==> config.mk <==
export PLATFORM = sky130hd
export DESIGN_NAME = lfu_slot_replacement
export DESIGN_NICKNAME = d
export VERILOG_FILES = /design/src/sv/lfu_pkg.sv /design/src/sv/lfu_ram.sv /design/src/sv/lfu_scan.sv /design/src/sv/lfu_ctrl.sv /design/src/sv/lfu_slot_replacement.sv
export VERILOG_INCLUDE_DIRS = /design/src /design/src/sv
export SDC_FILE = /design/constraint.sdc
export NUM_CORES = 2
export LEC_CHECK = 0
export BUFFER_PORTS_ARGS = -buffer_cell sky130_fd_sc_hd__buf_2
export CORE_MARGIN = 2
export CORE_UTILIZATION = 65
export CTS_CLUSTER_DIAMETER = 60
export DETAILED_ROUTE_END_ITERATION = 10
export GPL_ROUTABILITY_DRIVEN = 0
export HOLD_SLACK_MARGIN = 0.03
export MAX_ROUTING_LAYER = met4
export PLACE_DENSITY = 0.89
export SLEW_MARGIN = 20
export SYNTH_ARGS = -nofsm -noshare
export SYNTH_HDL_FRONTEND = slang
export SYNTH_HIERARCHICAL = 1
export SYNTH_SLANG_ARGS = --single-unit
==> constraint.sdc <==
create_clock -name clk_i -period 14.85 [get_ports clk_i]
set_input_delay 1.485 -clock clk_i [delete_from_list [all_inputs] [get_ports clk_i]]
set_output_delay 1.485 -clock clk_i [all_outputs]
set_load 0.02 [all_outputs]
==> src/sv/lfu_slot_replacement_macros.svh <==
// Assertion macros shared by the LFU slot replacement block.
`ifndef LFU_SLOT_REPLACEMENT_MACROS_SVH
`define LFU_SLOT_REPLACEMENT_MACROS_SVH

// Same-cycle implication, checked outside reset.
`define LFU_ASSERT_NOW(lbl, ante, cons, msg) \
  lbl: assert property (@(posedge clk_i) disable iff (!rst_ni) (ante) |-> (cons)) \
    else $error(msg);

// Next-cycle implication, checked outside reset.
`define LFU_ASSERT_NEXT(lbl, ante, cons, msg) \
  lbl: assert property (@(posedge clk_i) disable iff (!rst_ni) (ante) |=> (cons)) \
    else $error(msg);

`endif

==> src/sv/lfu_pkg.sv <==
// Shared types, constants and helper functions of the LFU slot replacement block.
package lfu_pkg;

  localparam int SLOTS   = 16;
  localparam int ID_BITS = 8;
  localparam int CFG_W   = 5;
  localparam int SLOT_W  = (SLOTS > 1) ? $clog2(SLOTS) : 1;
  localparam int CNT_W   = $clog2(SLOTS + 1);
  localparam int CTR_W   = 32;

  typedef logic [ID_BITS-1:0] id_t;
  typedef logic [SLOT_W-1:0]  idx_t;
  typedef logic [CNT_W-1:0]   cnt_t;
  typedef logic [CTR_W-1:0]   ctr_t;

  // One slot of the table as it sits in memory.
  typedef struct packed {
    id_t  owner;
    ctr_t uses;
    ctr_t ins;
  } entry_t;

  localparam int ENTRY_W = $bits(entry_t);

  // Sequencer states.
  typedef enum logic [1:0] {
    ST_IDLE,
    ST_SCAN,
    ST_DRAIN,
    ST_WRITE
  } state_e;

  // Control from the sequencer to the scan unit.
  typedef struct packed {
    logic clear;
    logic vld;
    idx_t idx;
    id_t  id;
  } scan_ctl_t;

  // Findings of one scan over the active slots.
  typedef struct packed {
    logic hit;
    idx_t hit_idx;
    ctr_t hit_uses;
    ctr_t hit_ins;
    logic empty;
    idx_t empty_idx;
    idx_t vic_idx;
    id_t  vic_owner;
  } scan_res_t;

  // Counter increment that sticks at all ones.
  function automatic ctr_t sat_inc(input ctr_t v);
    return (v == '1) ? v : v + ctr_t'(1);
  endfunction

  // Number of active slots: zero acts as one, too large acts as SLOTS.
  function automatic cnt_t active_count(input logic [CFG_W-1:0] cfg);
    cnt_t n;
    if (cfg == '0) begin
      n = cnt_t'(1);
    end else if (32'(cfg) > SLOTS) begin
      n = cnt_t'(SLOTS);
    end else begin
      n = cnt_t'(cfg);
    end
    return n;
  endfunction

endpackage

==> src/sv/lfu_ram.sv <==
// Generic single-port-write, single-port-read RAM with registered read data.
module lfu_ram #(
  parameter int WIDTH = 8,
  parameter int DEPTH = 16
) (
  input  logic                                      clk_i,
  input  logic                                      we_i,
  input  logic [((DEPTH > 1) ? $clog2(DEPTH) : 1)-1:0] waddr_i,
  input  logic [WIDTH-1:0]                          wdata_i,
  input  logic                                      re_i,
  input  logic [((DEPTH > 1) ? $clog2(DEPTH) : 1)-1:0] raddr_i,
  output logic [WIDTH-1:0]                          rdata_o
);

  logic [WIDTH-1:0] mem_q [DEPTH];
  logic [WIDTH-1:0] rdata_q;

  // Write port.
  always_ff @(posedge clk_i) begin
    if (we_i) begin
      mem_q[waddr_i] <= wdata_i;
    end
  end

  // Registered read port.
  always_ff @(posedge clk_i) begin
    if (re_i) begin
      rdata_q <= mem_q[raddr_i];
    end
  end

  assign rdata_o = rdata_q;

endmodule

==> src/sv/lfu_scan.sv <==
// Scan unit: tracks first hit, first empty slot and least-used oldest victim.
module lfu_scan (
  input  logic               clk_i,
  input  logic               rst_ni,
  input  lfu_pkg::scan_ctl_t ctl_i,
  input  lfu_pkg::entry_t    entry_i,
  output lfu_pkg::scan_res_t res_o
);

  lfu_pkg::scan_res_t res_q, res_d;
  logic               vic_found_q, vic_found_d;
  lfu_pkg::ctr_t      vic_uses_q, vic_uses_d;
  lfu_pkg::ctr_t      vic_ins_q, vic_ins_d;
  logic               better;

  // A slot beats the current victim on fewer uses, then on older insertion.
  assign better = (entry_i.uses < vic_uses_q) ||
                  ((entry_i.uses == vic_uses_q) && (entry_i.ins < vic_ins_q));

  // Fold one slot beat into the running findings.
  always_comb begin
    res_d       = res_q;
    vic_found_d = vic_found_q;
    vic_uses_d  = vic_uses_q;
    vic_ins_d   = vic_ins_q;
    if (ctl_i.clear) begin
      res_d.hit   = 1'b0;
      res_d.empty = 1'b0;
      vic_found_d = 1'b0;
    end else if (ctl_i.vld) begin
      if (!res_q.hit && (entry_i.owner == ctl_i.id)) begin
        res_d.hit      = 1'b1;
        res_d.hit_idx  = ctl_i.idx;
        res_d.hit_uses = entry_i.uses;
        res_d.hit_ins  = entry_i.ins;
      end
      if (!res_q.empty && (entry_i.owner == '0)) begin
        res_d.empty     = 1'b1;
        res_d.empty_idx = ctl_i.idx;
      end
      if (!vic_found_q || better) begin
        vic_found_d     = 1'b1;
        vic_uses_d      = entry_i.uses;
        vic_ins_d       = entry_i.ins;
        res_d.vic_idx   = ctl_i.idx;
        res_d.vic_owner = entry_i.owner;
      end
    end
  end

  // Findings and the running victim, all in one register bank.
  always_ff @(posedge clk_i or negedge rst_ni) begin
    if (!rst_ni) begin
      res_q       <= '0;
      vic_found_q <= 1'b0;
      vic_uses_q  <= '0;
      vic_ins_q   <= '0;
    end else begin
      res_q       <= res_d;
      vic_found_q <= vic_found_d;
      vic_uses_q  <= vic_uses_d;
      vic_ins_q   <= vic_ins_d;
    end
  end

  assign res_o = res_q;

endmodule

==> src/sv/lfu_ctrl.sv <==
// Sequencer: request intake, slot sweep, table write-back and result register.
module lfu_ctrl (
  input  logic                       clk_i,
  input  logic                       rst_ni,
  input  logic                       start,
  output logic                       busy,
  input  logic [7:0]                 candidate_id_i,
  input  logic                       cfg_valid_i,
  output logic                       cfg_ready_o,
  input  logic [lfu_pkg::CFG_W-1:0]  cfg_slots_in_use_i,
  output logic                       ram_we_o,
  output lfu_pkg::idx_t              ram_waddr_o,
  output lfu_pkg::entry_t            ram_wdata_o,
  output logic                       ram_re_o,
  output lfu_pkg::idx_t              ram_raddr_o,
  input  lfu_pkg::entry_t            ram_rdata_i,
  output lfu_pkg::scan_ctl_t         scan_ctl_o,
  output lfu_pkg::entry_t            scan_entry_o,
  input  lfu_pkg::scan_res_t         scan_res_i,
  output logic                       valid_o,
  output logic                       hit_o,
  output logic [3:0]                 slot_index_o,
  output logic                       evicted_o,
  output logic [7:0]                 evicted_id_o
);

  lfu_pkg::state_e            state_q, state_d;
  logic [lfu_pkg::CFG_W-1:0]  cfg_q;
  lfu_pkg::idx_t              addr_q, addr_d;
  lfu_pkg::idx_t              ridx_q;
  logic                       rvld_q, rvld_d;
  lfu_pkg::id_t               id_q, id_d;
  lfu_pkg::ctr_t              ctr_q, ctr_d;
  logic [lfu_pkg::SLOTS-1:0]  slot_vld_q, slot_vld_d;
  lfu_pkg::cnt_t              n_act;
  lfu_pkg::id_t               in_id;
  logic                       accept;
  logic                       last_addr;
  logic                       valid_d, hit_d, ev_d;
  lfu_pkg::idx_t              tgt_d, tgt_q;
  lfu_pkg::id_t               evid_d, evid_q;
  logic                       hit_q, ev_q, valid_q;

  assign n_act     = lfu_pkg::active_count(cfg_q);
  assign in_id     = lfu_pkg::id_t'(candidate_id_i);
  assign busy      = (state_q != lfu_pkg::ST_IDLE);
  assign accept    = start && !busy;
  assign last_addr = ((lfu_pkg::cnt_t'(addr_q) + lfu_pkg::cnt_t'(1)) == n_act);
  // The slot count is only taken while no sweep is running.
  assign cfg_ready_o = !busy;

  // Slots never written since reset read as empty.
  assign scan_entry_o = slot_vld_q[ridx_q] ? ram_rdata_i : '0;
  assign scan_ctl_o.clear = accept && (in_id != '0);
  assign scan_ctl_o.vld   = rvld_q;
  assign scan_ctl_o.idx   = ridx_q;
  assign scan_ctl_o.id    = id_q;

  // Next state, memory accesses and result selection.
  always_comb begin
    state_d     = state_q;
    addr_d      = addr_q;
    rvld_d      = 1'b0;
    id_d        = id_q;
    ctr_d       = ctr_q;
    slot_vld_d  = slot_vld_q;
    ram_re_o    = 1'b0;
    ram_raddr_o = addr_q;
    ram_we_o    = 1'b0;
    ram_waddr_o = scan_res_i.vic_idx;
    ram_wdata_o = '0;
    valid_d     = 1'b0;
    hit_d       = 1'b0;
    ev_d        = 1'b0;
    tgt_d       = '0;
    evid_d      = '0;
    case (state_q)
      lfu_pkg::ST_IDLE: begin
        if (accept) begin
          if (in_id == '0) begin
            // Reserved id: answer at once with an all-zero result.
            valid_d = 1'b1;
          end else begin
            id_d    = in_id;
            addr_d  = '0;
            state_d = lfu_pkg::ST_SCAN;
          end
        end
      end
      lfu_pkg::ST_SCAN: begin
        ram_re_o = 1'b1;
        rvld_d   = 1'b1;
        addr_d   = addr_q + lfu_pkg::idx_t'(1);
        if (last_addr) begin
          state_d = lfu_pkg::ST_DRAIN;
        end
      end
      lfu_pkg::ST_DRAIN: begin
        state_d = lfu_pkg::ST_WRITE;
      end
      lfu_pkg::ST_WRITE: begin
        ram_we_o = 1'b1;
        valid_d  = 1'b1;
        if (scan_res_i.hit) begin
          hit_d             = 1'b1;
          tgt_d             = scan_res_i.hit_idx;
          ram_wdata_o.owner = id_q;
          ram_wdata_o.uses  = lfu_pkg::sat_inc(scan_res_i.hit_uses);
          ram_wdata_o.ins   = scan_res_i.hit_ins;
        end else begin
          if (scan_res_i.empty) begin
            tgt_d = scan_res_i.empty_idx;
          end else begin
            tgt_d  = scan_res_i.vic_idx;
            ev_d   = 1'b1;
            evid_d = scan_res_i.vic_owner;
          end
          ram_wdata_o.owner = id_q;
          ram_wdata_o.uses  = lfu_pkg::ctr_t'(1);
          ram_wdata_o.ins   = ctr_q;
        end
        ram_waddr_o       = tgt_d;
        slot_vld_d[tgt_d] = 1'b1;
        ctr_d             = lfu_pkg::sat_inc(ctr_q);
        state_d           = lfu_pkg::ST_IDLE;
      end
      default: begin
        state_d = lfu_pkg::ST_IDLE;
      end
    endcase
  end

  // Control state.
  always_ff @(posedge clk_i or negedge rst_ni) begin
    if (!rst_ni) begin
      state_q    <= lfu_pkg::ST_IDLE;
      cfg_q      <= lfu_pkg::CFG_W'(16);
      rvld_q     <= 1'b0;
      ctr_q      <= '0;
      slot_vld_q <= '0;
      valid_q    <= 1'b0;
    end else begin
      state_q    <= state_d;
      rvld_q     <= rvld_d;
      ctr_q      <= ctr_d;
      slot_vld_q <= slot_vld_d;
      valid_q    <= valid_d;
      if (cfg_valid_i && cfg_ready_o) begin
        cfg_q <= cfg_slots_in_use_i;
      end
    end
  end

  // Payload registers.
  always_ff @(posedge clk_i) begin
    addr_q <= addr_d;
    ridx_q <= addr_q;
    id_q   <= id_d;
    hit_q  <= hit_d;
    ev_q   <= ev_d;
    tgt_q  <= tgt_d;
    evid_q <= evid_d;
  end

  assign valid_o      = valid_q;
  assign hit_o        = hit_q;
  assign slot_index_o = 4'(tgt_q);
  assign evicted_o    = ev_q;
  assign evicted_id_o = 8'(evid_q);

endmodule

==> src/sv/lfu_slot_replacement.sv <==
// A nonzero id keeps busy high while it sweeps the n active slots, drains and writes back.
// The result strobe rises as busy falls; an id of zero answers in the next cycle.
// A new request is taken only once busy falls; the memory sweep reads one slot per cycle.
// The receiver cannot stall: each result is shown for exactly one cycle.
// Reset: all slots read empty through per-slot valid flags, no clearing pass; n is 16.
`include "lfu_slot_replacement_macros.svh"

module lfu_slot_replacement (
  input  logic       clk_i,
  input  logic       rst_ni,
  input  logic       start,
  output logic       busy,
  input  logic [7:0] candidate_id_i,
  input  logic       cfg_valid_i,
  output logic       cfg_ready_o,
  input  logic [4:0] cfg_slots_in_use_i,
  output logic       valid_o,
  output logic       hit_o,
  output logic [3:0] slot_index_o,
  output logic       evicted_o,
  output logic [7:0] evicted_id_o
);

  logic               ram_we;
  lfu_pkg::idx_t      ram_waddr;
  lfu_pkg::entry_t    ram_wdata;
  logic               ram_re;
  lfu_pkg::idx_t      ram_raddr;
  lfu_pkg::entry_t    ram_rdata;
  lfu_pkg::scan_ctl_t scan_ctl;
  lfu_pkg::entry_t    scan_entry;
  lfu_pkg::scan_res_t scan_res;

  // Slot table: owner, use count and insertion time per slot.
  lfu_ram #(
    .WIDTH (lfu_pkg::ENTRY_W),
    .DEPTH (lfu_pkg::SLOTS)
  ) u_ram (
    .clk_i   (clk_i),
    .we_i    (ram_we),
    .waddr_i (ram_waddr),
    .wdata_i (ram_wdata),
    .re_i    (ram_re),
    .raddr_i (ram_raddr),
    .rdata_o (ram_rdata)
  );

  // Sequencer and result register.
  lfu_ctrl u_ctrl (
    .clk_i              (clk_i),
    .rst_ni             (rst_ni),
    .start              (start),
    .busy               (busy),
    .candidate_id_i     (candidate_id_i),
    .cfg_valid_i        (cfg_valid_i),
    .cfg_ready_o        (cfg_ready_o),
    .cfg_slots_in_use_i (cfg_slots_in_use_i),
    .ram_we_o           (ram_we),
    .ram_waddr_o        (ram_waddr),
    .ram_wdata_o        (ram_wdata),
    .ram_re_o           (ram_re),
    .ram_raddr_o        (ram_raddr),
    .ram_rdata_i        (ram_rdata),
    .scan_ctl_o         (scan_ctl),
    .scan_entry_o       (scan_entry),
    .scan_res_i         (scan_res),
    .valid_o            (valid_o),
    .hit_o              (hit_o),
    .slot_index_o       (slot_index_o),
    .evicted_o          (evicted_o),
    .evicted_id_o       (evicted_id_o)
  );

  // Hit, empty and victim search over the swept slots.
  lfu_scan u_scan (
    .clk_i   (clk_i),
    .rst_ni  (rst_ni),
    .ctl_i   (scan_ctl),
    .entry_i (scan_entry),
    .res_o   (scan_res)
  );

  // A result beat only appears as the block frees up.
  `LFU_ASSERT_NOW(a_valid_not_busy, valid_o, !busy, "result beat while busy")

  // A hit never evicts.
  `LFU_ASSERT_NOW(a_hit_no_evict, valid_o && hit_o, !evicted_o, "hit with eviction")

  // The reserved id answers next cycle with an all-zero result.
  `LFU_ASSERT_NEXT(a_zero_id, start && !busy && (candidate_id_i == 8'd0),
                   valid_o && !hit_o && !evicted_o && (evicted_id_o == 8'd0),
                   "reserved id result wrong")

  // A real request starts a sweep and shows no result yet.
  `LFU_ASSERT_NEXT(a_sweep_start, start && !busy && (candidate_id_i != 8'd0),
                   busy && !valid_o, "request did not start a sweep")

endmodule

After elaboration in Yosys (flattened, before gate mapping)
Memories as Yosys holds them, arrays and structs flattened. A register that Yosys moved wholly into a read port is not among the register bits.
Index checks and enable logic that the tools add are counted.
{"block": "op_classes", "n_addsub": 4, "n_mul": 0, "div": 0, "n_lt_le_gt_ge": 6, "eq_ne": 11, "n_shift": 0, "n_mux": 39, "bitwise_logic": 5, "reduce_logical": 36}
{"operator": "$mux 72", "count": 2}
{"operator": "$mux 86", "count": 1}
{"operator": "$mux 69", "count": 1}
{"operator": "$add 32x1->32 const B", "count": 2}
{"operator": "$eq 32x32->1 const B", "count": 2}
{"operator": "$lt 32x32->1", "count": 2}
{"operator": "$mux 64", "count": 1}
{"operator": "$eq 32x32->1", "count": 1}
{"operator": "$mux 32", "count": 1}
{"operator": "$mux 4", "count": 6}
{"operator": "$reduce_and 3->1", "count": 6}
{"operator": "$logic_not 8->1", "count": 2}
{"operator": "$or 16x16->16", "count": 1}
{"operator": "$mux 1", "count": 15}
{"operator": "$mux 5", "count": 3}
{"operator": "$mux 12", "count": 1}
{"operator": "$reduce_bool 2->1", "count": 6}
{"operator": "$lt 4x5->1 const B", "count": 2}
{"operator": "$eq 8x8->1", "count": 1}
{"operator": "$pmux 2 s4", "count": 1}
{"operator": "$pmux 4 s2", "count": 1}
{"operator": "$reduce_and 2->1", "count": 4}
{"operator": "$reduce_bool 8->1", "count": 1}
{"operator": "$logic_and 1x1->1", "count": 7}
{"operator": "20 further kinds", "count": 31}
{"block": "word_totals", "register_bits": 238, "latchBits": 0, "ram_bits": 1152, "mem_bits_ro": 0, "out_inout_bits": 17, "n_memories": 1}
{"memory": "u_ram.mem_q", "words": 16, "word_bits": 72, "rd": 1, "rd_ports_with_merged_regs": 1, "wr": 1, "line": "lfu_ram.sv:15", "rtl": "logic [WIDTH-1:0] mem_q [DEPTH];"}

Longest topological paths before layout
{"block": "depth", "word_depth": 10, "ltp_mapped": 15}

Cells and area by module
The synthesis kept the hierarchy.
{"mod": "lfu_ram", "instances": 1, "cells_each": 1850, "area_each_um2": 45272.2, "seq_area_each_um2": 36755.3}
{"mod": "lfu_scan", "instances": 1, "cells_each": 562, "area_each_um2": 7295.7, "seq_area_each_um2": 3778.6}
{"mod": "lfu_ctrl", "instances": 1, "cells_each": 657, "area_each_um2": 5957.0, "seq_area_each_um2": 2148.3}

Least setup slack after synthesis
OpenSTA, ideal clock, no wires.
{"block": "synth_path", "path_kind": "register -> register", "from": "reg u_scan.res_q, in the netlist u_scan/res_o[16]", "to": "mem u_ram/mem_q[0][0] (netlist name) (enable)", "setup_time_ns": 0.591, "t_arrival_ns": 6.636, "required_time_ns": 14.259, "slack_ns": 7.623, "stages_incl_launch_ff": 9, "n_path_buf": 1, "period_less_slack_ns": 7.227, "cell_sequence": "dfrtp_1 clkbuf_1 mux2i_1 o21ai_0 nand2_1 inv_1 a21o_1 or3b_2 nor3_1"}
{"block": "synth_via", "elab_chain_len": 4}
{"item": "start, declared", "line": "lfu_scan.sv:10", "rtl": "lfu_pkg::scan_res_t res_q, res_d;"}
{"item": "start signal, assigned", "line": "lfu_scan.sv:59", "rtl": "res_q <= res_d;"}
{"item": "$mux 4", "line": "lfu_ctrl.sv:111", "rtl": "if (scan_res_i.empty) begin"}
{"item": "$mux 4", "line": "lfu_ctrl.sv:104", "rtl": "if (scan_res_i.hit) begin"}
{"item": "$mux 4 (2 in a row)", "line": "lfu_ctrl.sv:77", "rtl": "case (state_q)"}
{"item": "via ram_waddr[3]", "line": "lfu_slot_replacement.sv:25", "rtl": "lfu_pkg::idx_t ram_waddr;"}
{"item": "end, declared", "line": "lfu_ram.sv:15"}
The timed path passes the listed nets, and every way through them passes these cells. The select of a mux whose other input is x is not followed.

==> reports/results.ini <==
[job]
cap_violations=0

[cts]
cts_made_buffers=139
clk-insertion-delay-late_ps=760
clkTransAtPathRegs_ps=60
cts_sinks=1462
cts_setup_buffers=0
cts_root_buf=clkbuf_16
cts_hold_buf=0
htreeDepth=4
clock_path_buffers=3
cts_tree=yes
ctsResizeCount=0

[floorplanning]
die_h_um=304.1
die_area_sq_um=92460
core_sq_um=89600
rows=110
ios=34
initial_core_util_pct=65.32
dieWidth_um=304.1

[logic_synthesis]
synth.most_common_cell=edfxtp_1
yosys.area.top_type=edfxtp_1
synth_cell_type_count=72
async_flop_share_pct=14.23
ys.flop_type=edfxtp_1
ys_warn_count=6
synth-edff-count=1236
synthCells=3069
synth_area_sq_um=58520
synth_top_area_share_pct=63.42
synth.top_cells.by_count=1236 x edfxtp_1, 289 x mux4_2, 207 x dfrtp_1
synth_seq_cells=1462
avgSynthCellArea_sq_um=19.07
syn_nets=3156
ys_seq_area_share_pct=72.93
yosys-top-cells-area=edfxtp_1 63%, mux4_2 11%, dfrtp_1 8.9%

[pwr]
vdd_drop_max_v=0.0001746
power_mw=12.81
power.density_nw_per_um2=198.0
p_leak_nw=23.69

[sta]
fmax_mhz=178.2
hold_viol=0
rsz0062_at_grt=false
fin_crit_ps=5612
finalSetupViolCount=0
period_share_pct=37.79
fin_skew_ps=27.09
tns_ps=0
timing.hold.ws_ps=466.4
tightest_slew_ps=1260
slew_viol_final=0
slew_headroom_pct=16.00

[placement]
hpwlAfterDp_um=75810
numPortBuffers=33

[setup_path]
end_kind=register
start_kind=register
arrival_ps=6240
cp.required_ps=15480
crit_fanout=64
critical_path_class=reg -> reg

[final_layout]
syn2layout_area_growth_pct=10.57
final_net_count=3248
drive_above_1_share_pct=24.78
num-fill-cells=4587

[route]
wl_per_cell_um=33.03
first_pass_iters=7
viasPerCell=7.177
drcViolationCount=0
via_count=31990
wl_um=147200
first_iter_violations=4421
antenna_left=0

[status]
status=completed

[global_routing]
gr-usage-all-layers_pct=33.27
grt_pass1_wl_um=217200
grt_max_degree=154
gr-total-overflow=0
antenna_found_initial=4
first_global_vias=33240

[min_path]
hold_path_class=reg -> reg

[logic make-up after synthesis]
family / Yosys count / synth area share [%]
DFF: 1462 / 72.93
muxes: 485 / 14.91
and+or+nand+nor: 480 / 4.428
AOI/OAI and AO/OA: 298 / 3.605
buffers and inverters: 224 / 1.879
adders and majority gates: 70 / 1.497
xor gates and xnor gates: 50 / 0.7483
[report_power, final]
group / total, mW / leakage (nW) / internal [mW] / switching, mW
clock network: 3.54 / 2.21 / 2.00 / 1.54
registers: 5.31 / 15.6 / 5.04 / 0.271
logic: 3.96 / 5.86 / 1.52 / 2.44
total: 12.8 / 23.7 / 8.56 / 4.25
[state kept, by name, summed over array words and instances, names as in the netlist, 16 cells and up]
signal and flops:
u_scan/res_o 86, u_ctrl/ctr_q 32, u_scan/vic_ins_q 32, u_ram/mem_q 1152
u_ram/rdata_o 72, u_scan/vic_uses_q 32, u_ctrl/slot_vld_q 16
[layout make-up]
class                      count  area, sq um  share of cell area [%]
clock buffer                 178         3760                   5.810
timing repair buffer          96        726.9                   1.123
clock inverter                79        783.3                   1.210
sequential                  1462        42680                   65.96
antenna                        5        12.51                 0.01934
inverter                      79        296.5                  0.4582
multi-input combinational   1383        14980                   23.14
tap                         1176         1471                   2.274
[placed cells by master, fill, tap and decap left out, drive strengths merged, types with 5 or more instances in the layout]
master / count
a21o: 22
a21oi: 51
a22oi: 146
a31o: 5
a31oi: 5
and2: 97
and3: 15
and4: 12
buf: 96
bufinv: 11
clkbuf: 178
clkinv: 60
dfrtp: 207
dfxtp: 18
diode: 5
edfxtp: 1236
ha: 70
inv: 84
mux2: 154
mux2i: 38
mux4: 293
nand2: 129
nand3: 31
nand4: 35
nor2: 81
nor2b: 8
nor3: 22
nor4: 9
o21ai: 27
o31ai: 12
or3: 11
or4: 14
xnor2: 33
xor2: 17
[per-stage QoR]
| step | area, sq um | worst slack, ps | util, % | cells |
|---|---|---|---|---|
| 2_1_floorplan | 58520 | 7623 | - | 3069 |
| 3_3_place_gp | 60010 | 9722 | 66.97 | 4192 |
| 3_5_place_dp | 60010 | 9461 | 66.98 | 4192 |
| 4_1_cts | 64550 | 9423 | 72.05 | 4449 |
| 5_1_grt | 64710 | 9221 | 72.22 | 4457 |
| 6_report | 64710 | 9238 | 72.22 | 4458 |
[metal layers]
layer / routed length (um) / part of all wire (%) / vias up / GRT usage, %
li1: - / - / 12520 / -
met1: 50170 / 34 / 16360 / 41.44
met2: 74030 / 50 / 2564 / 53.36
met3: 16080 / 11 / 556 / 6.902
met4: 6973 / 4.7 / 0 / 15.20
met5: 0 / 0 / - / -
[worst max-delay path, stage by stage, from the launching register on]
cell	delay [ps]
dfxtp_1	520
mux4_1	630
mux4_2	610
buf_4	410
and2_2	350
ha_1	350
nand4_1	180
nor4_1	470
nor3b_2	450
a21oi_1	200
a41oi_4	230
buf_4	600
mux2_2	430
[final timing paths]
path                                  startpoint               endpoint  slack (ps)  cells past startpoint
max in group asynchronous                 rst_ni       u_scan/res_o[85]       12960                      2
setup reg to reg                u_ctrl/ridx_q[0]       u_scan/res_o[11]        9240                     12
hold reg to reg            u_ctrl/slot_vld_q[10]  u_ctrl/slot_vld_q[10]         470                      1
min in group asynchronous                 rst_ni       u_scan/res_o[35]         680                      1
setup / recovery                u_ctrl/ridx_q[0]       u_scan/res_o[11]        9240                     12
hold / removal             u_ctrl/slot_vld_q[10]  u_ctrl/slot_vld_q[10]         470                      1
(Power assumes the default switching activity.)
